--- src/hdl/aik_pkg.sv ---
// Package for the two-link arm inverse kinematics pipeline.
// Holds the CORDIC angle table, fixed constants and the shared stage type.
// No dependencies.
package aik_pkg;

  localparam int unsigned MaxStages = 24;
  localparam int unsigned AngW      = 34;  // 1/65536 degree, signed
  localparam int unsigned CorW      = 40;  // CORDIC x/y width, signed
  localparam int unsigned PosW      = 18;
  localparam int unsigned CfgW      = 16;
  localparam int unsigned IdxW      = 2;

  localparam logic [IdxW-1:0] RegSlopeX = 2'd0;
  localparam logic [IdxW-1:0] RegSlopeY = 2'd1;
  localparam logic [IdxW-1:0] RegOffset = 2'd2;

  localparam logic signed [AngW-1:0] Deg90  = 34'sd5898240;
  localparam logic signed [AngW-1:0] Deg180 = 34'sd11796480;

  // One stage of a vectoring CORDIC lane.
  typedef struct packed {
    logic signed [CorW-1:0] x;
    logic signed [CorW-1:0] y;
    logic signed [AngW-1:0] ang;
  } cord_t;

  function automatic logic signed [AngW-1:0] atan_fine(input logic [4:0] i);
    logic signed [AngW-1:0] a;
    case (i)
      5'd0:  a = 34'sd2949120;
      5'd1:  a = 34'sd1740967;
      5'd2:  a = 34'sd919879;
      5'd3:  a = 34'sd466945;
      5'd4:  a = 34'sd234379;
      5'd5:  a = 34'sd117304;
      5'd6:  a = 34'sd58666;
      5'd7:  a = 34'sd29335;
      5'd8:  a = 34'sd14668;
      5'd9:  a = 34'sd7334;
      5'd10: a = 34'sd3667;
      5'd11: a = 34'sd1833;
      5'd12: a = 34'sd917;
      5'd13: a = 34'sd458;
      5'd14: a = 34'sd229;
      5'd15: a = 34'sd115;
      5'd16: a = 34'sd57;
      5'd17: a = 34'sd29;
      5'd18: a = 34'sd14;
      5'd19: a = 34'sd7;
      5'd20: a = 34'sd4;
      5'd21: a = 34'sd2;
      5'd22: a = 34'sd1;
      default: a = '0;
    endcase
    return a;
  endfunction

endpackage

--- src/hdl/aik_cordic_cell.sv ---
// One CORDIC vectoring micro-rotation cell with registered output.
// Uses aik_pkg for the stage type and angle table.
module aik_cordic_cell #(
  parameter int unsigned Idx = 0
) (
  input  logic          clk_i,
  input  logic          en_i,
  input  aik_pkg::cord_t c_i,
  output aik_pkg::cord_t c_o
);
  aik_pkg::cord_t n;
  logic signed [aik_pkg::CorW-1:0] xs, ys;
  always_comb begin
    xs = c_i.x >>> Idx;
    ys = c_i.y >>> Idx;
    n  = c_i;
    if (Idx < aik_pkg::MaxStages) begin
      if (c_i.y > 0) begin
        n.x = c_i.x + ys; n.y = c_i.y - xs;
        n.ang = c_i.ang + aik_pkg::atan_fine(5'(Idx));
      end else if (c_i.y < 0) begin
        n.x = c_i.x - ys; n.y = c_i.y + xs;
        n.ang = c_i.ang - aik_pkg::atan_fine(5'(Idx));
      end
    end
  end
  always_ff @(posedge clk_i) begin
    if (en_i) c_o <= n;
  end
endmodule

--- config.mk ---
export PLATFORM = sky130hd
export DESIGN_NAME = aik_cordic_cell
export DESIGN_NICKNAME = d
export VERILOG_FILES = /design/src/hdl/aik_pkg.sv /design/src/hdl/aik_cordic_cell.sv
export SDC_FILE = /design/constraint.sdc
export NUM_CORES = 1
export LEC_CHECK = 0
export BUFFER_PORTS_ARGS = -buffer_cell sky130_fd_sc_hd__buf_2
export CORE_MARGIN = 2
export CORE_UTILIZATION = 35
export DETAILED_ROUTE_END_ITERATION = 6
export PLACE_DENSITY = 0.67
export SYNTH_ARGS = -nofsm -noshare
export SYNTH_HDL_FRONTEND = slang
export SYNTH_SLANG_ARGS = --single-unit
--- constraint.sdc ---
create_clock -name clk_i -period 6.12 [get_ports clk_i]
set_clock_uncertainty 0.1 [all_clocks]
set_input_delay 0.918 -clock clk_i [delete_from_list [all_inputs] [get_ports clk_i]]
set_output_delay 0.918 -clock clk_i [all_outputs]
set_load 0.005 [all_outputs]
==> impl_metrics.env <==
export IMPL_outcome="finished, final reports clean"
export IMPL_pwr_density_cell_nw_per_um2=229
export IMPL_die_x_um=190
export IMPL_cp_arrival_ns=4.63
export IMPL_root_buffer="clkbuf_16"
export IMPL_p_seq_share_pct=31.5
export IMPL_reg_largest_list="c_o x114"
export IMPL_synth_simple_area_share_pct=15.4
export IMPL_dp_cells=2094
export IMPL_cp_required_ns=6.23
export IMPL_synth_ff_type="edfxtp_1"
export IMPL_gp_congestion=0.973
export IMPL_hold_viol=0
export IMPL_ys_types=76
export IMPL_grt_pass1_wl_um=70700
export IMPL_sw_frac_of_total_pct=36.6
export IMPL_netlist_area_um2=12100
export IMPL_htree_num_levels=4
export IMPL_power_frac_comb_pct=35.7
export IMPL_p_clk_share_pct=32.8
export IMPL_setup_violations=0
export IMPL_p_leak_nw=5.99
export IMPL_cts_buffer_depth=2
export IMPL_synth_xor_area_share_pct=3.85
export IMPL_slew_viol_final=0
export IMPL_worstSetupPathType="input port to flip-flop"
export IMPL_area_growth_pct=17.3
export IMPL_rsz0062_at_grt="false"
export IMPL_finalPower_mw=3.23
export IMPL_fmax_mhz=221
export IMPL_synth_top_area_share_pct=28.4
export IMPL_synth_top_family_by_area="compound AO/OA/AOI/OAI gates"
export IMPL_syn_avg_cell_area_um2=8.08
export IMPL_wl_um=46800
export IMPL_grt_max_degree=64
export IMPL_setup_slack_ns=1.59
export IMPL_postCtsSetupBuffers=0
export IMPL_fin_crit_ns=4.53
export IMPL_max_cap_violations=0
export IMPL_power_switching_mw=1.18
export IMPL_synthMostInstantiatedCell="a21oi_1"
export IMPL_pre_cts_slack_ns=1.17
export IMPL_yosys_warnings=0
export IMPL_synth_compound_area_share_pct=30.8
export IMPL_cp_max_fo=15
export IMPL_fp_dieH_um=190
export IMPL_nFillCells=3499
export IMPL_vias=12666
export IMPL_grt_pass1_vias=12090
export IMPL_end_kind="flip-flop"
export IMPL_synth_seq_cells=114
export IMPL_vdd_drop_max_uv=211
export IMPL_drc=0
export IMPL_p_int_mw=2.05
export IMPL_routedWlPerCell_um=22.0
export IMPL_globalRoute_totalOverflow=0
export IMPL_grt_usage_pct=25.5
export IMPL_hold_class="input port to flip-flop"
export IMPL_num_rows=67
export IMPL_tightest_slew_ns=0.912
export IMPL_hpwlAfterDp_um=35100
export IMPL_largest_reg_flops=114
export IMPL_portBuffers=229
export IMPL_cts_tree="built"
export IMPL_whs_path_depth=1
export IMPL_async_flop_share_pct=0
export IMPL_antenna_left=0
export IMPL_synth_seq_area_share_pct=28.4
export IMPL_top_register="c_o"
export IMPL_clock_sinks=114
export IMPL_hp_start="c_i[9]"
export IMPL_core_um2=33700
export IMPL_firstDrtPassIters=6
export IMPL_slew_headroom_pct=39.0
export IMPL_ctsHoldBuffers=0
export IMPL_start_util_pct=35.8
export IMPL_clkTransAtPathRegs_ns=0.06
export IMPL_yosys_top_cells_count="a21oi_1 (205), ha_1 (131), nor2_1 (126)"
export IMPL_post_cts_resized=0
export IMPL_hold_worst_slack_ns=0.540
export IMPL_synth_edf_count=114
export IMPL_syn_num_nets=1742
export IMPL_drt_iter0_drc=1395
export IMPL_hold_end="c_o[9]$_DFFE_PP_"
export IMPL_ys_top_cells_by_area="edfxtp_1 (28%), ha_1 (14%), a21oi_1 (8.5%), nor2_1 (3.9%), inv_1 (3.8%)"
export IMPL_timing_final_crit_share_pct=74.0
export IMPL_cts_buffers=17
export IMPL_synthAdderAreaFrac_pct=14.1
export IMPL_layout_cells_non_filler=2127
export IMPL_tns_ns=0
export IMPL_drive_gt1_share_pct=17.8
export IMPL_synth_top_area_cell="edfxtp_1"
export IMPL_antenna_found_initial=1
export IMPL_die_area_um2=35900
export IMPL_fin_nets=1915
export IMPL_viasPerCell=5.95
export IMPL_critPathLaunchType="input port"
export IMPL_muxShareOfSynthArea_pct=0.696
export IMPL_netlist_instances=1492
export IMPL_ios=230
power by group through the flow:
stage	combinational [mW]	clock [mW]	sequential, mW
3_3_place_gp	1.12	0	1.03
5_1_grt	1.25	1.12	1.03
4_1_cts	1.13	1.08	1.02
3_5_place_dp	1.12	0	1.03
6_report	1.15	1.06	1.02
2_1_floorplan	0.681	0	1.05
routing by layer:
metal	up-vias	global-route usage [%]	routed length, µm
li1	5876	-	-
met1	6029	34.1	20600
met2	645	39.4	20500
met3	114	5.96	4050
met4	2	11.2	1710
met5	-	0	7
stage by stage:
stage	cell area, µm²	utilization [%]
CTS	14100	42.0
floorplan	12100	-
global route	14100	42.0
global placement	13500	40.2
detailed placement	13500	40.2
finish	14100	42.0
placed cells by master, fill, tap and decap left out, types with 13 or more instances in the layout:
| cell | netlist | layout |
|---|---|---|
| a31oi_1 | 14 | 14 |
| o21ai_0 | 88 | 88 |
| buf_2 | 1 | 228 |
| clkbuf_16 | 0 | 17 |
| nor3_1 | 39 | 38 |
| edfxtp_1 | 114 | 114 |
| inv_1 | 121 | 120 |
| nand3_1 | 26 | 26 |
| ha_1 | 131 | 131 |
| nand4_1 | 25 | 25 |
| nor2_1 | 126 | 125 |
| o21bai_1 | 37 | 37 |
| xnor2_1 | 44 | 44 |
| nor4_1 | 22 | 22 |
| o22ai_1 | 39 | 39 |
| nand2_1 | 91 | 90 |
| a21o_1 | 30 | 30 |
| a221oi_1 | 25 | 25 |
| a22oi_1 | 13 | 13 |
| a211oi_1 | 19 | 19 |
| a21oi_1 | 205 | 205 |
| buf_4 | 0 | 13 |
| nor2b_1 | 14 | 14 |
| o21a_1 | 13 | 13 |
critical path, stage by stage:
cell	delay, ns
buf_2	0.15
inv_1	0.06
ha_1	0.54
nand2b_1	0.16
a21oi_1	0.08
or2_2	0.35
o41ai_4	0.63
o221ai_1	0.34
a21oi_1	0.29
o211ai_1	0.19
o22ai_1	0.27
mux2_2	0.37
a221o_1	0.28
how the worst max path moves through the flow:
stage               depth (start not counted)     from            endpoint
floorplan                                  13  c_i[36]  c_o[113]$_DFFE_PP_
global placement                           13  c_i[41]  c_o[113]$_DFFE_PP_
detailed placement                         13  c_i[41]  c_o[113]$_DFFE_PP_
CTS                                        13  c_i[41]  c_o[113]$_DFFE_PP_
global route                               13  c_i[41]  c_o[113]$_DFFE_PP_
finish                                     13  c_i[41]  c_o[113]$_DFFE_PP_
layout make-up:
type | instances | area, µm² | share of cell area [%]
clock buffers | 17 | 425 | 3.01
diodes | 1 | 2.50 | 0.0177
repair buffers | 241 | 1240 | 8.76
flip-flops and latches | 114 | 3420 | 24.2
inverters | 128 | 480 | 3.40
well taps | 448 | 561 | 3.96
multi-input cells | 1163 | 7830 | 55.4
clock inverters | 15 | 181 | 1.28
kinds of logic (layout without fill, tap and decap cells):
logic type	after synthesis	count (layout)
muxes	8	8
AOI/OAI and AO/OA	576	576
DFF	114	114
adders and majority gates	134	134
and+or+nand+nor	392	392
other	0	1
buffers and inverters	215	401
xor gates and xnor gates	53	53
Note: power is estimated with default switching activity, not from simulation.
