===== config.mk =====
export PLATFORM = sky130hd
export DESIGN_NAME = aik_div_cell
export DESIGN_NICKNAME = d
export VERILOG_FILES = /design/src/hdl/aik_div_cell.sv
export SDC_FILE = /design/constraint.sdc
export NUM_CORES = 1
export LEC_CHECK = 0
export BUFFER_PORTS_ARGS = -buffer_cell sky130_fd_sc_hd__buf_2
export CORE_MARGIN = 5
export CORE_UTILIZATION = 47
export DETAILED_ROUTE_END_ITERATION = 7
export GPL_TIMING_DRIVEN = 0
export PLACE_DENSITY = 0.79
export SLEW_MARGIN = 20
export SYNTH_ARGS = -nofsm -noshare
export SYNTH_HDL_FRONTEND = slang
export SYNTH_SLANG_ARGS = --single-unit

===== constraint.sdc =====
create_clock -name clk_i -period 5 [get_ports clk_i]
set_input_delay 0.25 -clock clk_i [delete_from_list [all_inputs] [get_ports clk_i]]
set_output_delay 0.25 -clock clk_i [all_outputs]
set_load 0.05 [all_outputs]

===== src/hdl/aik_div_cell.sv =====
// One restoring division step, one quotient bit per cell.
// Standalone; registered output with side payload passed along.
module aik_div_cell #(
  parameter int unsigned NW = 50,
  parameter int unsigned DW = 26,
  parameter int unsigned PW = 8
) (
  input  logic          clk_i,
  input  logic          en_i,
  input  logic [NW-1:0] n_i,
  input  logic [DW:0]   rem_i,
  input  logic [DW-1:0] d_i,
  input  logic [PW-1:0] p_i,
  output logic [NW-1:0] n_o,
  output logic [DW:0]   rem_o,
  output logic [DW-1:0] d_o,
  output logic [PW-1:0] p_o
);
  logic [DW+1:0] t;
  always_comb t = {rem_i, n_i[NW-1]};
  always_ff @(posedge clk_i) begin
    if (en_i) begin
      if (t >= {2'b0, d_i}) begin
        rem_o <= (DW+1)'(t - {2'b0, d_i});
        n_o   <= {n_i[NW-2:0], 1'b1};
      end else begin
        rem_o <= (DW+1)'(t);
        n_o   <= {n_i[NW-2:0], 1'b0};
      end
      d_o <= d_i; p_o <= p_i;
    end
  end
endmodule


==> results of run 1 <==
worst max path at each step:
stage	end	slack [ns]	depth (start not counted)
3_3_place_gp	rem_o[14]	1.88	12
4_1_cts	rem_o[14]	2.25	12
3_5_place_dp	rem_o[14]	1.85	12
6_report	rem_o[14]	2.25	12
5_1_grt	rem_o[24]	2.03	12
2_1_floorplan	rem_o[19]	2.49	10
flip-flops by register name, indices dropped and copies added (netlist names):
signal  count
n_o        50
p_o         8
rem_o      27
d_o        26
power by group through the flow:
| stage | clock [mW] | sequential (mW) | combinational [mW] |
|---|---|---|---|
| finish | 0.516 | 1.15 | 0.722 |
| global route | 0.575 | 1.16 | 0.772 |
| CTS | 0.534 | 1.16 | 0.728 |
| detailed placement | 0 | 1.18 | 0.725 |
| global placement | 0 | 1.18 | 0.714 |
| floorplan | 0 | 1.51 | 0.185 |
critical path, delay by kind of cell:
family	cells	cell delay, ns
compound gates	5	1.38
fa+ha+maj	2	0.60
buf+inv	3	0.37
simple gates	2	0.26
cells in the final DEF, fill, tap and decap left out, drive strengths merged:
cell type,n
xnor2,9
nor3,2
o31a,4
a211o,1
inv,37
a211oi,6
nor4bb,1
o21ai,44
mux2,2
a21o,8
nand3,7
nand4,7
nor2,26
or3,2
nor2b,1
a21boi,2
clkinv,4
o2111a,1
a2111o,1
edfxtp,111
a31oi,1
buf,228
and2,2
o21a,2
a21oi,28
fa,1
xor2,13
clkbuf,17
o21bai,3
o31ai,4
nand2b,6
ha,26
a311o,1
o211ai,2
nor4,2
and3,3
or2,1
nand2,46
stage by stage:
| stage | setup WS [ns] | std cells | power [mW] | hold slack, ns | util [%] |
|---|---|---|---|---|---|
| after global routing | 2.03 | 802 | 2.51 | 0.0162 | 62.0 |
| after CTS | 2.25 | 802 | 2.42 | 0.0224 | 62.0 |
| final | 2.25 | 802 | 2.39 | 0.0381 | 62.0 |
| after global placement | 1.88 | 785 | 1.89 | 0.427 | 59.9 |
| after floorplan | 2.49 | 422 | 1.69 | 0.349 | - |
| after detailed placement | 1.85 | 786 | 1.90 | 0.428 | 60.2 |
logic make-up after synthesis:
kind of cell	after synthesis	share of synthesized area, %
XOR/XNOR	22	3.70
AND/OR/NAND/NOR	106	9.13
multiplexers	2	0.433
AO/OA/AOI/OAI	108	12.6
adder cells (fa/ha/maj)	27	6.63
buffers and inverters	46	3.44
flip-flops	111	64.0
layout make-up:
| class | count | share of cell area, % |
|---|---|---|
| Tap cell | 140 | 2.61 |
| Inverter | 34 | 1.90 |
| Clock inverter | 7 | 0.987 |
| Buffer | 12 | 0.763 |
| Multi-Input combinational cell | 265 | 25.2 |
| Timing Repair Buffer | 224 | 17.1 |
| Sequential cell | 111 | 49.6 |
| Clock buffer | 9 | 1.84 |
per-layer routing:
layer,GRT usage (%),vias to the layer above,part of all wire (%)
met5,0,-,0
met4,6.57,0,1.5
met3,4.79,19,8.4
met2,37.2,166,52
met1,24.0,1917,38
li1,-,2016,-
==> flow_summary.ini, run 1 <==
[yosys]
synth_top_cell_area_share_pct = 64.0
yosysWarnings = 0
synthFlopType = edfxtp_1
synthArstFlopShare_pct = 0
synthCells = 422
ys_top_cells_by_area = edfxtp_1, ha_1, o21ai_0, nand2_1, a21oi_1
avgSynthCellArea_um2 = 12.3
synth_area_mm2 = 0.00521
synthTopCellsByCount = edfxtp_1, nand2_1, o21ai_0, inv_1, a21oi_1
ys_ff_latch = 111
synth_nets = 562
yosysUniqueCellTypes = 42
yosysMostFrequentCell = edfxtp_1
synth_edf_count = 111
synth_top_area_cell = edfxtp_1
ys_seq_area_share_pct = 64.0

[routing]
post_drt_wl_per_cell_um = 17.3
routed_wl_mm = 13.9
antenna_left = 0
drc = 0
vias = 4118
avgViaCountPerCell = 5.13
drt-initial-drc-count = 237
firstDrtPassIters = 5

[place]
dpl-instance-area_mm2 = 0.00653
routabilityCongestion = 0.866
dp_hpwl_mm = 11.3
port_buffers = 223

[power]
swShare_pct = 36.8
seqPwrFrac_pct = 48.3
irDropWorstVdd_mv = 0.184
p_clk_share_pct = 21.6
power_density_mw_per_mm2 = 356
comb_power_share_pct = 30.2
switchingPower_uw = 881
intPower_mw = 1.51
p_leak_nw = 2.97

[global_routing]
grt-ovfl-total = 0
grt_use_total_pct = 20.5
grt_pass1_wl_mm = 21.3
antenna_found_initial = 0
grt_start_max_net_pins = 61
grt_pass1_vias = 4150

[critical_path]
crit_type = input pin to flip-flop
required_ns = 5.12
cp_slowest_stage_delay_ns = 0.61
crit_fanout = 10
crit_path_start = n_i[49]
slowest_stage = o21ai_1
worstPathArrival_ns = 2.87
crit_path_start_kind = input pin
endpoint_kind = flip-flop
crit_chain = buf_2 -> inv_1 -> ha_1 -> fa_1 -> nand2b_1 -> a21oi_1 -> o21ai_0 -> o21ai_1 -> a211oi_4 -> buf_2 -> nand2_1 -> o21ai_0

[cells_and_area]
multi_input_area_mm2 = 0.00169
final_nets = 797
antennaDiodeCount = 0
register_area_mm2 = 0.00333
area_growth_pct = 29.1
post-route-cell-area_mm2 = 0.00672
n_fill_cell = 875
drive_above_1_share_pct = 37.5

[clocking]
clock_tree.buffer_depth = 2
cts_tree = yes
ctsRootBufferMaster = clkbuf_8
clkSinkCount = 111
cts_resized = 0
cts_inserted_buffers = 9
cts_setup_buffers = 0
cts_max_level = 3
clk_pin_slew_ns = 0.11
ctsHoldBuffers = 0

[die]
ios = 224
dieHeight_um = 115
die_x_um = 115
die-area_mm2 = 0.0133
start_util_pct = 48.0
num_rows = 38
fp.coreArea_mm2 = 0.0108

[flow_run]
maxCapViolCount = 0

[timing]
timing_hold_violations_final = 0
maxSlewHeadroom_pct = 53.0
worst_pin_slew_ns = 0.700
clock.fmax_ghz = 0.364
maxSlewViolCount = 0
setup_tns_ns = 0
fin_crit_sh_pct = 55.0
rsz0062_at_grt = false
min_period_ns = 2.75
setup_viol = 0

[hold_path]
hp-start = n_i[30]
hold_path_end = n_o[31]
hold_depth = 1
hp-class = input pin to flip-flop

[run_status]
status = finished, final reports clean
Power figures use the tool's default switching activity.
==> run 2, diff against run 1 <==
--- a/config.mk
+++ b/config.mk
@@ -5,12 +5,13 @@
 export SDC_FILE = /design/constraint.sdc
 export NUM_CORES = 1
 export LEC_CHECK = 0
+export ABC_AREA = 1
 export BUFFER_PORTS_ARGS = -buffer_cell sky130_fd_sc_hd__buf_2
 export CORE_MARGIN = 5
-export CORE_UTILIZATION = 47
+export CORE_UTILIZATION = 45
 export DETAILED_ROUTE_END_ITERATION = 7
 export GPL_TIMING_DRIVEN = 0
-export PLACE_DENSITY = 0.79
+export PLACE_DENSITY = 0.77
 export SLEW_MARGIN = 20
 export SYNTH_ARGS = -nofsm -noshare
 export SYNTH_HDL_FRONTEND = slang
==> constraint.sdc (replaced) <==
create_clock -name clk_i -period 2.25 [get_ports clk_i]
set_input_delay 0.1125 -clock clk_i [delete_from_list [all_inputs] [get_ports clk_i]]
set_output_delay 0.1125 -clock clk_i [all_outputs]
set_load 0.05 [all_outputs]
==> flow_summary.ini, run 2 <==
[cells_and_area]
area_growth_pct = 48.6
drive_above_1_share_pct = 33.1
final_nets = 1104
top_register = n_o
top_regs = n_o x50, rem_o x27, d_o x26
final_cell_mix = nand2_1, buf_2, inv_1
largest_register_ffs = 50
antennaDiodeCount = 0

[critical_path]
worstPathArrival_ns = 2.25
crit_fanout = 10
required_ns = 2.35
endpoint_kind = flip-flop
crit_path_start_kind = input pin
crit_type = input pin to flip-flop
crit_path_start = d_i[15]

[global_routing]
grt_pass1_vias = 5235
grt-ovfl-total = 0
grt_use_total_pct = 22.8
grt_start_max_net_pins = 77
antenna_found_initial = 0
grt_pass1_wl_mm = 28.0

[power]
power_density_mw_per_mm2 = 717
p_leak_nw = 4.28
irDropWorstVdd_mv = 0.367

[timing]
fin_hold_ws_ns = 0.0517
worst_pin_slew_ns = 0.370
maxSlewHeadroom_pct = 75.3
worst_slack_ns = 0.104
fin_crit_sh_pct = 95.4
timing_hold_violations_final = 0
maxSlewViolCount = 0
clock.fmax_ghz = 0.466
setup_tns_ns = 0
min_period_ns = 2.15
setup_viol = 0

[yosys]
yosys.area_share.adder_pct = 5.84
synthArstFlopShare_pct = 0
synthTopCellsByCount = nand2_1, inv_1, edfxtp_1, nor2_1, nand3_1
synthMuxAreaShare_pct = 0
synthFlopType = edfxtp_1
yosysWarnings = 0
ys_ff_latch = 111
synth_top_cell_area_share_pct = 56.4
synth_top_family_by_area = simple AND/OR/NAND/NOR gates
synth_simple_gate_area_share_pct = 22.8
synth_top_area_cell = edfxtp_1
synth_nets = 782
synth_area_mm2 = 0.00591
synthCells = 642
yosysMostFrequentCell = nand2_1
ys_seq_area_share_pct = 56.4
yosysUniqueCellTypes = 24
synthXorXnorAreaFrac_pct = 2.07
synth_edf_count = 111
synth_compound_gate_area_share_pct = 3.60
avgSynthCellArea_um2 = 9.21
ys_top_cells_by_area = edfxtp_1, nand2_1, inv_1, ha_1, nand3_1

[place]
routabilityCongestion = 0.942
port_buffers = 223
post-place-ws_ns = 0.0625
dp_hpwl_mm = 12.9

[hold_path]
hp-class = input pin to flip-flop
hp-start = rem_i[2]

[routing]
vias = 5310
firstDrtPassIters = 4
routed_wl_mm = 18.5
antenna_left = 0
drt-initial-drc-count = 299
avgViaCountPerCell = 4.66
post_drt_wl_per_cell_um = 16.3
drc = 0

[die]
num_rows = 41
ios = 224
die-area_mm2 = 0.0155
dieHeight_um = 125
die_x_um = 125
fp.coreArea_mm2 = 0.0128
start_util_pct = 46.3

[clocking]
clk_pin_slew_ns = 0.08
cts_inserted_buffers = 9
ctsRootBufferMaster = clkbuf_16
cts_tree = yes
clkSinkCount = 111
cts_max_level = 3
clock_tree.buffer_depth = 2

[run_status]
status = finished, final reports clean

[flow_run]
maxCapViolCount = 0
-- run 2: cell count changes in the layout (fill, tap and decap cells not counted), moves of 9 or more --
cell	delta
clkbuf_16	+10
nand2_1	+174
ha_1	-17
clkbuf_8	-9
nand3_1	+22
dlygate4sd3_1	+82
o21ai_2	+13
inv_1	+89
o21ai_0	-42
xor2_1	-9
a21oi_1	-15
ha_4	+17
nand2_2	+17
-- run 2: worst max-delay path, stage by stage --
cell	delay, ns
dlygate4sd3_1	0.53
buf_2	0.14
inv_1	0.07
ha_4	0.29
nand2_4	0.07
nor2_4	0.13
inv_1	0.06
nor2_2	0.12
nand3_1	0.10
nand3b_1	0.14
nor2_4	0.06
buf_12	0.14
buf_6	0.14
nand2_1	0.07
nand2_1	0.07
-- run 2: final timing paths --
check  slack (ns)   endpoint  cells after the start
min          0.05   rem_o[3]                      3
max          0.10  rem_o[22]                     15
-- run 2: power breakdown --
part	total [mW]	internal (mW)	switching, mW	leakage [nW]
combinational	1.99	0.622	1.37	3.04
sequential	2.57	2.52	0.0556	1.09
clock	1.73	0.983	0.747	0.156
total	6.30	4.12	2.17	4.28
-- run 2: metrics by stage --
step | util (%) | cell area [µm²] | cells | total power [mW]
floorplan | - | 5910 | 642 | 3.88
global placement | 56.7 | 7240 | 1037 | 4.34
detailed placement | 57.0 | 7280 | 1038 | 4.36
CTS | 66.0 | 8430 | 1136 | 6.18
global route | 68.8 | 8780 | 1140 | 6.57
finish | 68.8 | 8780 | 1140 | 6.30
-- run 2: metal layers --
layer	track usage, %	part of all wire, %	vias to the layer above
li1	-	-	2678
met1	26.6	39	2431
met2	41.0	53	174
met3	5.66	6.0	27
met4	7.41	1.8	0
met5	0	0	-
-- run 2: what timing repair did --
action                                  CTS  global route
hold buffers                             83             0
resized for setup                         0            57
setup buffers                             0             5
endpoints found under the setup margin    0            27
hold endpoints to repair                 83             0
-- run 2: area by class of cell --
type	instances	area, µm²
timing repair buffer	311	2050
fill	940	3990
clock buffer	9	225
multi-input combinational	394	2300
tap	172	215
clock inverter	6	92.6
sequential	111	3330
buffer	6	75.1
inverter	131	492
-- run 2: kinds of logic (layout without fill, tap and decap cells) --
group | count (synthesis) | in the layout
compound gates | 31 | 31
xor+xnor | 14 | 14
fa+ha+maj | 27 | 27
buf+inv | 137 | 463
flops | 111 | 111
simple gates | 322 | 322
