$ cat config.mk
export PLATFORM = sky130hd
export DESIGN_NAME = aik_sqrt_cell
export DESIGN_NICKNAME = d
export VERILOG_FILES = /design/src/hdl/aik_sqrt_cell.sv
export SDC_FILE = /design/constraint.sdc
export NUM_CORES = 1
export LEC_CHECK = 0
export BUFFER_PORTS_ARGS = -buffer_cell sky130_fd_sc_hd__buf_4
export CORE_ASPECT_RATIO = 1.5
export CORE_UTILIZATION = 25
export CTS_CLUSTER_DIAMETER = 100
export CTS_CLUSTER_SIZE = 16
export DETAILED_ROUTE_END_ITERATION = 16
export PLACE_DENSITY = 0.45
export RECOVER_POWER = 50
export SKIP_LAST_GASP = 1
export SLEW_MARGIN = 30
export SYNTH_ARGS = -nofsm -noshare
export SYNTH_HDL_FRONTEND = slang
export SYNTH_SLANG_ARGS = --single-unit
export TNS_END_PERCENT = 1
$ cat constraint.sdc
create_clock -name clk_i -period 16.1 [get_ports clk_i]
set_clock_uncertainty 0.2 [all_clocks]
set_input_delay 2.415 -clock clk_i [delete_from_list [all_inputs] [get_ports clk_i]]
set_output_delay 2.415 -clock clk_i [all_outputs]
set_load 0.02 [all_outputs]
$ cat src/hdl/aik_sqrt_cell.sv
// One step of a restoring integer square root, two radicand bits per cell.
// Standalone; registered output with side payload passed along.
module aik_sqrt_cell #(
  parameter int unsigned W   = 64,
  parameter int unsigned Bit = 0,
  parameter int unsigned PW  = 8
) (
  input  logic          clk_i,
  input  logic          en_i,
  input  logic [W-1:0]  v_i,
  input  logic [W-1:0]  r_i,
  input  logic [PW-1:0] p_i,
  output logic [W-1:0]  v_o,
  output logic [W-1:0]  r_o,
  output logic [PW-1:0] p_o
);
  localparam logic [W-1:0] B = W'(1) << (2 * Bit);
  logic [W-1:0] vn, rn;
  always_comb begin
    if (v_i >= r_i + B) begin
      vn = v_i - (r_i + B);
      rn = (r_i >> 1) + B;
    end else begin
      vn = v_i;
      rn = r_i >> 1;
    end
  end
  always_ff @(posedge clk_i) begin
    if (en_i) begin
      v_o <= vn; r_o <= rn; p_o <= p_i;
    end
  end
endmodule

==> summary.md, run 1 <==
| Metric | Value |
|---|---|
| Die Y | 267 microns |
| Post-layout util | 0.310 |
| Static Leakage | 5.24 nW |
| Endpoints failing setup | 0 |
| Post-synth cell types | 80 |
| Iteration-0 DRC Markers | 714 |
| Crit end category | register |
| Hold EP | p_o[3] |
| Mean area per synthesized cell | 8.83 sq um |
| Drt first pass iters | 7 |
| Post-Syn Area | 11,700 sq um |
| RePlAce Congestion | 0.925 |
| Post-cts gate resize count | 0 |
| Worst Path Required | 16,120 ps |
| DP Cell Count | 2,120 |
| Worst hold slack | 1950 ps |
| Total CTS buffers | 17 |
| Yosys warning total | 0 |
| Largest net degree at the start of global routing | 94 |
| Syn Inst Count | 1,323 |
| Unrepaired setup endpoints after global routing | no |
| Total Routing Usage GR | 0.214 |
| Crit-path max FO | 93 |
| Hold crit path type | in -> reg |
| Hold path start | p_i[3] |
| Row Count | 96 |
| Post-synth EDFFs | 136 |
| GR Overflow Total | 0 |
| Layout cells sized above 1 | 0.152 |
| Overall power | 1.26 mW |
| N_diodes | 0 |
| I/O pin cnt | 274 |
| Power Dens Cells | 88.3 nW/um^2 |
| Post-synthesis sequential element count | 136 |
| Peak VDD IR | 0.0726 mV |
| Type of origin of the critical path | input port |
| Fillers | 5,030 |
| DIE WIDTH | 178 microns |
| Max-slew violations | 80 |
| Placeable Area | 45,900 sq um |
| WL per Instance | 23.8 microns |
| Upper clock frequency limit | 111 MHz |
| Clock sinks | 136 |
| Drt total wl | 51,200 microns |
| Clock Tree Buf Depth | 2 |
| CTS root buf | clkbuf_16 |
| Crit share post-route | 0.560 |
| FFs w/ async S/R, synth | 0 |
| Synthesis-to-finish area growth | 21.8% |
| Vias in the first global route | 11,400 |
| Hold Path Stages | 1 |
| Most used flip-flop cell after synthesis | edfxtp_1 |
| CTS clk-pin slew, worst paths | 70 ps |
| Worst slew pin tran | 4450 ps |
| Port buffer count | 273 |
| Crit Path Category | in -> reg |
| Final hold vios | 0 |
| Vias | 11,200 |
| Starting Density | 0.254 |
| Worst slew margin | -1.97 |
| Max Cap Violations | 1 |
| DIE AREA | 47,600 sq um |
| H-tree Lvls | 4 |
| CTS tree | yes |
| Failing checks | capacitance limit, slew limit |
| Post-CTS Setup Inserts | 0 |
| Antenna-violating nets left | 0 |
| Syn_nets | 1,528 |
| Residual DRC count | 0 |
| Cts hold-fix bufs | 0 |
| Status | finished with violations |
| Vias per inst | 5.20 |
| Post-route setup TNS | 0 ps |
| Global-route wire length before repair | 72,900 microns |
| Critical Path AT | 9020 ps |
| Sequential share of the synthesized area | 0.350 |
| Initial antenna violation count | 2 |
| Final nets | 1,756 |
| HPWL after detailed placement | 42,000 microns |
| Layout Cells excl Fill | 2,152 |
| Final worst path period need | 9010 ps |
## synth_stat cells (all sizes together) (5+ instances only)
master,count,area share
nor3,49,0.024
o21bai,17,0.011
a211oi,8,0.0051
or4,7,0.0045
a211o,5,0.0037
nand3,31,0.015
o2111ai,5,0.0043
ha,66,0.071
xnor2,89,0.067
a21oi,124,0.053
or2,7,0.0038
and4,6,0.0045
a31oi,7,0.0037
and2,6,0.0033
o31ai,9,0.0062
nand2,160,0.051
clkbuf,31,0.011
o21ai,56,0.025
a21boi,6,0.0039
o21a,15,0.0096
nand4,53,0.029
buf,37,0.023
inv,30,0.0096
nand2b,6,0.0032
nor4,28,0.017
edfxtp,136,0.35
nor2,128,0.043
xor2,85,0.064
a21o,32,0.021
and3,33,0.018
or3,9,0.0048
## final cells by class
type / count / area (sq um) / area share
Sequential cell: 136 / 4080 / 0.287
Clock inverter: 15 / 128 / 0.00897
Multi-Input combinational cell: 1089 / 7100 / 0.499
Clock buffer: 17 / 425 / 0.0299
Tap cell: 588 / 736 / 0.0517
Timing Repair Buffer: 277 / 1640 / 0.115
Inverter: 30 / 113 / 0.00792
## through the flow
step / setup WS, ps / area (sq um)
after CTS: 6950 / 14700
after global routing: 6890 / 14200
final: 7090 / 14200
after detailed placement: 6500 / 14100
after global placement: 6610 / 14100
after floorplan: 9110 / 11700
## critical path, cell delays in order
cell and delay, ps:
buf_4 240, ha_1 250, nand3_1 140, or2_2 410
nor3_2 400, nand3_1 260, or4_1 630, xor2_1 420
ha_1 310, nand2_1 130, nor4_2 710, nand4b_1 420
nor4b_1 510, nor3_1 100, o21ai_2 230, or2_4 380
buf_6 620, nand4_1 210, xnor2_1 180
## how the worst max path moves through the flow
stage,start,endpoint,slack (ps),cells after the start
6_report,r_i[0],r_o[59],7090,19
5_1_grt,r_i[0],r_o[59],6890,19
4_1_cts,r_i[0],r_o[59],6950,19
3_5_place_dp,r_i[0],r_o[59],6500,19
3_3_place_gp,r_i[0],r_o[59],6610,19
2_1_floorplan,r_i[0],v_o[59],9110,18
## per-layer routing
layer,up-vias,share of wire,track usage
met5,-,0.00057,0
met4,4,0.055,0.125
met3,99,0.051,0.0323
met2,410,0.53,0.396
met1,5360,0.36,0.225
li1,5322,-,-
## state kept, by name, indices dropped and copies added (netlist names)
signal / cells
r_o: 64
v_o: 64
p_o: 8
## power by group
part / leakage (nW) / switching [mW] / total, mW / internal [mW]
sequential: 1.33 / 0.0157 / 0.456 / 0.441
clock: 0.269 / 0.190 / 0.393 / 0.202
combinational: 3.64 / 0.272 / 0.407 / 0.135
## kinds of logic (layout without fill, tap and decap cells)
group | after synthesis | after routing | share of synthesized area
simple gates | 536 | 536 | 0.230
flops | 136 | 136 | 0.350
fa+ha+maj | 67 | 67 | 0.0724
compound gates | 312 | 312 | 0.174
xor+xnor | 174 | 174 | 0.131
buf+inv | 98 | 339 | 0.0435
## cells in the final DEF, fill, tap and decap left out, types with 8 or more instances in the layout
cell type / n
nand3_1: 28
clkbuf_4: 8
o21ai_0: 49
inv_6: 9
o21bai_1: 17
inv_1: 30
nand4_1: 52
nor2_1: 125
o21a_1: 15
nor3_1: 41
a21oi_1: 123
a211oi_1: 8
a21o_1: 31
clkbuf_1: 119
clkbuf_16: 17
xnor2_1: 89
nand2_1: 160
edfxtp_1: 136
nor4_1: 24
xor2_1: 85
or3_1: 9
ha_1: 66
buf_4: 149
and3_1: 32
nor3_2: 8
Power figures use the tool's default switching activity.
==> inputs of run 2 (changes only) <==
ABC_AREA = 1   (was unset)
PLACE_DENSITY = 0.46   (was 0.45)
clock period = 7.75 ns   (was 16.1 ns; I/O delays follow)
==> run 2 against run 1 <==
  * The flow still finishes with violations (capacitance limit, slew limit)
  * Count of clock-buffer cells in the layout grew 2
  * Sequential power rose by 110%
  * Setup slack got worse by 5700 ps
  * Hold slack worse by 1300 ps
  * Cell area grew 24%
  * Sequential cell count is the same
  * Combinational power grew to 2.6 times the previous value
  * Power up 140%
  * Synthesized cell count is 80% higher
  * Global-route usage increased by 3.2 points
  * Critical path type unchanged
==> summary.md, run 2 <==
| Metric | Value |
|---|---|
| Status | finished with violations |
| Failing checks | capacitance limit, slew limit |
| Hold Path Stages | 1 |
| Static Leakage | 9.00 nW |
| Final worst path period need | 6370 ps |
| Crit Path Category | in -> reg |
| DIE AREA | 59,500 sq um |
| Starting Density | 0.253 |
| Total CTS buffers | 17 |
| Vias per inst | 4.62 |
| Placed Area | 17,500 sq um |
| Hold EP | p_o[6] |
| Worst-path cell chain | buf_4 > ha_1 > inv_1 > nor2_4 > inv_2 > nor2_4 > inv_1 > nor2_2 > nand2_1 > inv_2 > nand2_1 > nor2_1 > xor2_1 > ha_1 > nand2_1 > nor2_1 > nand2_1 > inv_1 > and3_1 > nand2_1 > nand3_4 > buf_4 > nand3_1 > nand2_1 |
| Crit path buf inv count | 7 |
| Unrepaired setup endpoints after global routing | no |
| Largest net degree at the start of global routing | 83 |
| Drt first pass iters | 7 |
| Post-synth EDFFs | 136 |
| Worst Setup SP | r_i[1] |
| Post-synthesis sequential element count | 136 |
| CP max stage delay | 530 ps |
| Crit-path max FO | 51 |
| GR Overflow Total | 0 |
| Largest area contributor in the netlist | edfxtp_1 |
| Critical path's slowest cell | buf_4 |
| Global-route wire length before repair | 103,000 microns |
| Sequential share of power | 0.329 |
| Post-cts gate resize count | 0 |
| Most used flip-flop cell after synthesis | edfxtp_1 |
| Most common cell after layout, fill and taps aside | nand2_1 |
| CTS root buf | clkbuf_16 |
| Row Count | 108 |
| Psw | 1.15 mW |
| CTS tree | yes |
| Synthesis-to-finish area growth | 20.9% |
| Mean area per synthesized cell | 6.14 sq um |
| Iteration-0 DRC Markers | 1,107 |
| Crit end category | register |
| WL per Instance | 21.4 microns |
| Initial antenna violation count | 0 |
| Antenna-violating nets left | 0 |
| Placeable Area | 57,800 sq um |
| Uppermost routed layer | met4 |
| Post-synth cell types | 33 |
| Switching Fraction | 0.388 |
| RePlAce Congestion | 0.990 |
| Drt total wl | 73,300 microns |
| Met3 wire len | 2250 microns |
| Syn Inst Count | 2,381 |
| Die Y | 298 microns |
| Crit share post-route | 0.821 |
| Final Cell Area | 17,700 sq um |
| I/O pin cnt | 274 |
| Worst slew margin | -1.94 |
| Met2 wire length | 38,800 microns |
| Post-CTS Setup Inserts | 0 |
| Layout cells sized above 1 | 0.0785 |
| Type of origin of the critical path | input port |
| Hold crit path type | in -> reg |
| Most common cell on crit path | nand2_1 |
| Met1 WL | 28,000 microns |
| Peak VDD IR | 0.131 mV |
| HPWL after detailed placement | 62,500 microns |
| Top-count cell post-synth | nand2_1 |
| Critical Path AT | 6490 ps |
| N_diodes | 0 |
| Endpoints failing setup | 0 |
| Worst Path Required | 7880 ps |
| Clock share of power | 0.316 |
| H-tree Lvls | 4 |
| FFs w/ async S/R, synth | 0 |
| Residual DRC count | 0 |
| Power Dens Cells | 168 nW/um^2 |
| Post-synth top cells | 906 x nand2_1, 441 x inv_1, 209 x nand3_1, 204 x nor2_1, 143 x xor2_1 |
| Final hold vios | 0 |
| Post-layout util | 0.306 |
| Most frequent cells in the layout | 906 x nand2_1, 441 x inv_1, 209 x nand3_1 |
| Clock sinks | 136 |
| Vias | 15,800 |
| Pint | 1.82 mW |
| Yosys warning total | 0 |
| Comb pwr share | 0.356 |
| Upper clock frequency limit | 157 MHz |
| Max-slew violations | 73 |
| CTS clk-pin slew, worst paths | 70 ps |
| Max Cap Violations | 1 |
| Clock Tree Buf Depth | 2 |
| Total Routing Usage GR | 0.246 |
| DIE WIDTH | 200 microns |
| Biggest regs | r_o (64), v_o (64), p_o (8) |
| Worst slew pin tran | 4420 ps |
| Worst hold slack | 695 ps |
| Syn_nets | 2,586 |
| Cts hold-fix bufs | 0 |
| Hold path start | p_i[6] |
| Synth area leaders | edfxtp_1 28%, nand2_1 23%, inv_1 11% |
| Sequential share of the synthesized area | 0.279 |
| Final nets | 2,844 |
| Post-route setup TNS | 0 ps |
| Synth top area share | 0.279 |
| Vias in the first global route | 15,900 |
| Post-Syn Area | 14,600 sq um |
| Port buffer count | 273 |
| Kind of cell adding the most delay to the critical path | simple AND/OR/NAND/NOR gates |
run 2: cell count changes in the layout (fill, tap and decap cells not counted), moves of 58 or more:
cell,before,now
nand3_1,28,209
inv_1,30,441
nand2_1,160,906
nor2_1,125,204
xnor2_1,89,5
a21oi_1,123,36
xor2_1,85,143
run 2: cell type report:
type | instances | area [sq um]
clock buffer | 19 | 433
sequential | 136 | 4080
multi-input combinational | 1755 | 8630
timing repair buffer | 284 | 1700
fill | 6683 | 40100
inverter | 445 | 1670
clock inverter | 12 | 199
tap | 770 | 963
run 2: worst max-delay path by stage:
stage | endpoint | slack, ps | depth (start not counted)
floorplan | r_o[18] | 3210 | 22
global placement | v_o[52] | 1000 | 24
detailed placement | v_o[52] | 980 | 24
CTS | v_o[52] | 1460 | 24
global route | v_o[52] | 1070 | 24
finish | v_o[52] | 1380 | 24
run 2: logic make-up after synthesis:
group | count (synthesis) | share of synthesized area
compound gates | 96 | 0.0334
flops | 136 | 0.279
simple gates | 1444 | 0.409
buf+inv | 490 | 0.132
xor+xnor | 148 | 0.0886
fa+ha+maj | 67 | 0.0578
run 2: power by group through the flow:
| stage | Combinational (mW) | Clock (mW) | Sequential (mW) |
|---|---|---|---|
| 6_report | 1.06 | 0.937 | 0.977 |
| 5_1_grt | 1.16 | 0.983 | 0.986 |
| 4_1_cts | 1.13 | 0.961 | 0.980 |
| 3_5_place_dp | 1.13 | 0 | 0.994 |
| 3_3_place_gp | 1.12 | 0 | 0.996 |
| 2_1_floorplan | 0.527 | 0 | 1.10 |
run 2: per-stage QoR:
stage	cells	setup slack (ps)	power, mW
finish	3421	1380	2.97
global route	3421	1070	3.13
CTS	3421	1460	3.07
detailed placement	3390	980	2.12
global placement	3389	1000	2.12
floorplan	2381	3210	1.63
run 2: layer usage:
layer  track usage  up-vias
met3        0.0186      141
met1         0.262     7318
met4         0.138        0
met2         0.465      433
li1              -     7902
met5             0        -
==> inputs of run 3 (changes only) <==
clock period = 5.2 ns   (was 7.75 ns; I/O delays follow)
==> run 3 against run 2 <==
  * The run still ends with capacitance limit, slew limit left
  * Non-clock buffer count increased by 128
  * Power is 53% higher
  * Setup slack worse by 890 ps
  * Sequential cell count unchanged
  * Critical path type unchanged
  * Count of clock-buffer cells in the layout unchanged
  * Clock power grew 45%
  * First-iteration DRC count is 16% lower
  * Via count up 3.3%
  * Sequential power increased by 48%
  * Combinational power is 64% higher
  * Sequential share of layout area fell by 1.6 points
  * Routed wire length increased by 4.5%
==> summary.md, run 3 (synthesis gave the netlist of run 2 again) <==
| Metric | Value |
|---|---|
| Status | finished with violations |
| Failing checks | capacitance limit, slew limit |
| Starting Density | 0.253 |
| Final Cell Area | 19,000 sq um |
| Clock Tree Buf Depth | 2 |
| Met2 wire length | 41,100 microns |
| Residual DRC count | 0 |
| Hold EP | p_o[1] |
| Biggest regs | r_o (64), v_o (64), p_o (8) |
| Endpoints failing setup | 0 |
| Drt first pass iters | 5 |
| GR Overflow Total | 0 |
| Total Routing Usage GR | 0.258 |
| Upper clock frequency limit | 212 MHz |
| Largest net degree at the start of global routing | 87 |
| Most common cell after layout, fill and taps aside | nand2_1 |
| Layout cells sized above 1 | 0.145 |
| Placeable Area | 57,800 sq um |
| CTS root buf | clkbuf_16 |
| Row Count | 108 |
| Drt total wl | 76,600 microns |
| Peak VDD IR | 0.256 mV |
| Most common cell on crit path | nor2_1 |
| DIE WIDTH | 200 microns |
| Sequential share of power | 0.319 |
| Iteration-0 DRC Markers | 934 |
| Crit Path Category | in -> reg |
| WL per Instance | 21.6 microns |
| Final nets | 2,972 |
| HPWL after detailed placement | 66,300 microns |
| Setup ws final | 494 ps |
| Antenna-violating nets left | 0 |
| Max-slew violations | 51 |
| CTS clk-pin slew, worst paths | 60 ps |
| Worst slew margin | -1.52 |
| Total CTS buffers | 17 |
| Die Y | 298 microns |
| Comb pwr share | 0.382 |
| Placed Area | 18,600 sq um |
| Final hold vios | 0 |
| Clock sinks | 136 |
| Psw | 1.75 mW |
| Post-CTS Setup Inserts | 0 |
| Final worst path period need | 4710 ps |
| Most frequent cells in the layout | 906 x nand2_1, 441 x inv_1, 331 x buf_4 |
| Met1 WL | 28,900 microns |
| Critical Path AT | 4770 ps |
| Initial antenna violation count | 1 |
| Worst slew pin tran | 3780 ps |
| Hold path start | p_i[1] |
| DIE AREA | 59,500 sq um |
| Setup slack at placement | 0.153 ps |
| Switching Fraction | 0.385 |
| CP max stage delay | 360 ps |
| Crit end category | register |
| Post-route setup TNS | 0 ps |
| Synthesis-to-finish area growth | 29.7% |
| Unrepaired setup endpoints after global routing | no |
| Critical path's slowest cell | ha_1 |
| Power Dens Cells | 240 nW/um^2 |
| Clock share of power | 0.299 |
| Hold crit path type | in -> reg |
| Hold Path Stages | 1 |
| Max Cap Violations | 1 |
| N_diodes | 0 |
| Cts hold-fix bufs | 0 |
| H-tree Lvls | 4 |
| Post-cts gate resize count | 0 |
| I/O pin cnt | 274 |
| Vias | 16,300 |
| Type of origin of the critical path | input port |
| Worst-path cell chain | buf_4 > ha_1 > inv_1 > nor2_1 > nand2_1 > nor2_1 > buf_4 > nand2_1 > nor2_1 > xor2_1 > ha_1 > nand3_1 > nor2_1 > nor2_1 > nand2_1 > a21oi_4 > nand3_4 > buf_12 > buf_12 > o21ai_0 |
| Vias per inst | 4.59 |
| Port buffer count | 273 |
| Pint | 2.80 mW |
| Worst Path Required | 5270 ps |
| RePlAce Congestion | 1.05 |
| Vias in the first global route | 16,400 |
| Crit-path max FO | 15 |
| Global-route wire length before repair | 108,000 microns |
| Met3 wire len | 2440 microns |
| Static Leakage | 9.91 nW |
| Uppermost routed layer | met4 |
| Crit share post-route | 0.905 |
| CTS tree | yes |
-- run 3: cell types whose count changed in the layout (fill, tap and decap cells not counted), sizes merged --
cell / previous run / this run
buf: 150 / 343
bufinv: 5 / 4
clkbuf: 153 / 88
clkinv: 3 / 7
clkinvlp: 3 / 1
-- run 3: critical path, delay by kind of cell --
kind	cells	cell delay (ps)
AOI/OAI and AO/OA	2	440
and+or+nand+nor	10	1770
adders and majority gates	2	610
xor gates and xnor gates	1	350
buffers and inverters	5	790
-- run 3: how the worst max path moves through the flow --
| stage | start | to | cells past startpoint | slack (ps) |
|---|---|---|---|---|
| floorplan | r_i[1] | r_o[18] | 22 | 1040 |
| detailed placement | r_i[0] | r_o[3] | 20 | 0.2 |
| global route | r_i[0] | r_o[38] | 20 | 320 |
| finish | r_i[0] | r_o[3] | 20 | 490 |
| CTS | r_i[0] | r_o[3] | 20 | 490 |
| global placement | r_i[0] | r_o[3] | 20 | 40 |
-- run 3: power groups by stage --
stage / Clock, mW / Sequential (mW) / Combinational [mW]
final: 1.36 / 1.45 / 1.74
after floorplan: 0 / 1.64 / 0.785
after global placement: 0 / 1.48 / 1.79
after detailed placement: 0 / 1.48 / 1.79
after global routing: 1.42 / 1.47 / 1.91
after CTS: 1.40 / 1.46 / 1.80
-- run 3: layout make-up --
| class | instances | area, sq um |
|---|---|---|
| fill | 6606 | 38900 |
| multi-input combinational | 1755 | 8630 |
| sequential | 136 | 4080 |
| timing repair buffer | 412 | 3010 |
| inverter | 445 | 1670 |
| tap | 770 | 963 |
| clock buffer | 19 | 433 |
| clock inverter | 13 | 178 |
-- run 3: routing by layer --
| layer | track usage | vias up |
|---|---|---|
| li1 | - | 8168 |
| met4 | 0.135 | 0 |
| met2 | 0.488 | 449 |
| met3 | 0.0206 | 118 |
| met5 | 0 | - |
| met1 | 0.277 | 7575 |
-- run 3: metrics by stage --
stage	power [mW]	utilization	std cells	hold slack, ps
after floorplan	2.43	-	2381	679
after global placement	3.27	0.322	3518	760
after detailed placement	3.27	0.322	3518	760
after CTS	4.65	0.332	3550	251
after global routing	4.79	0.328	3550	285
final	4.55	0.328	3550	302
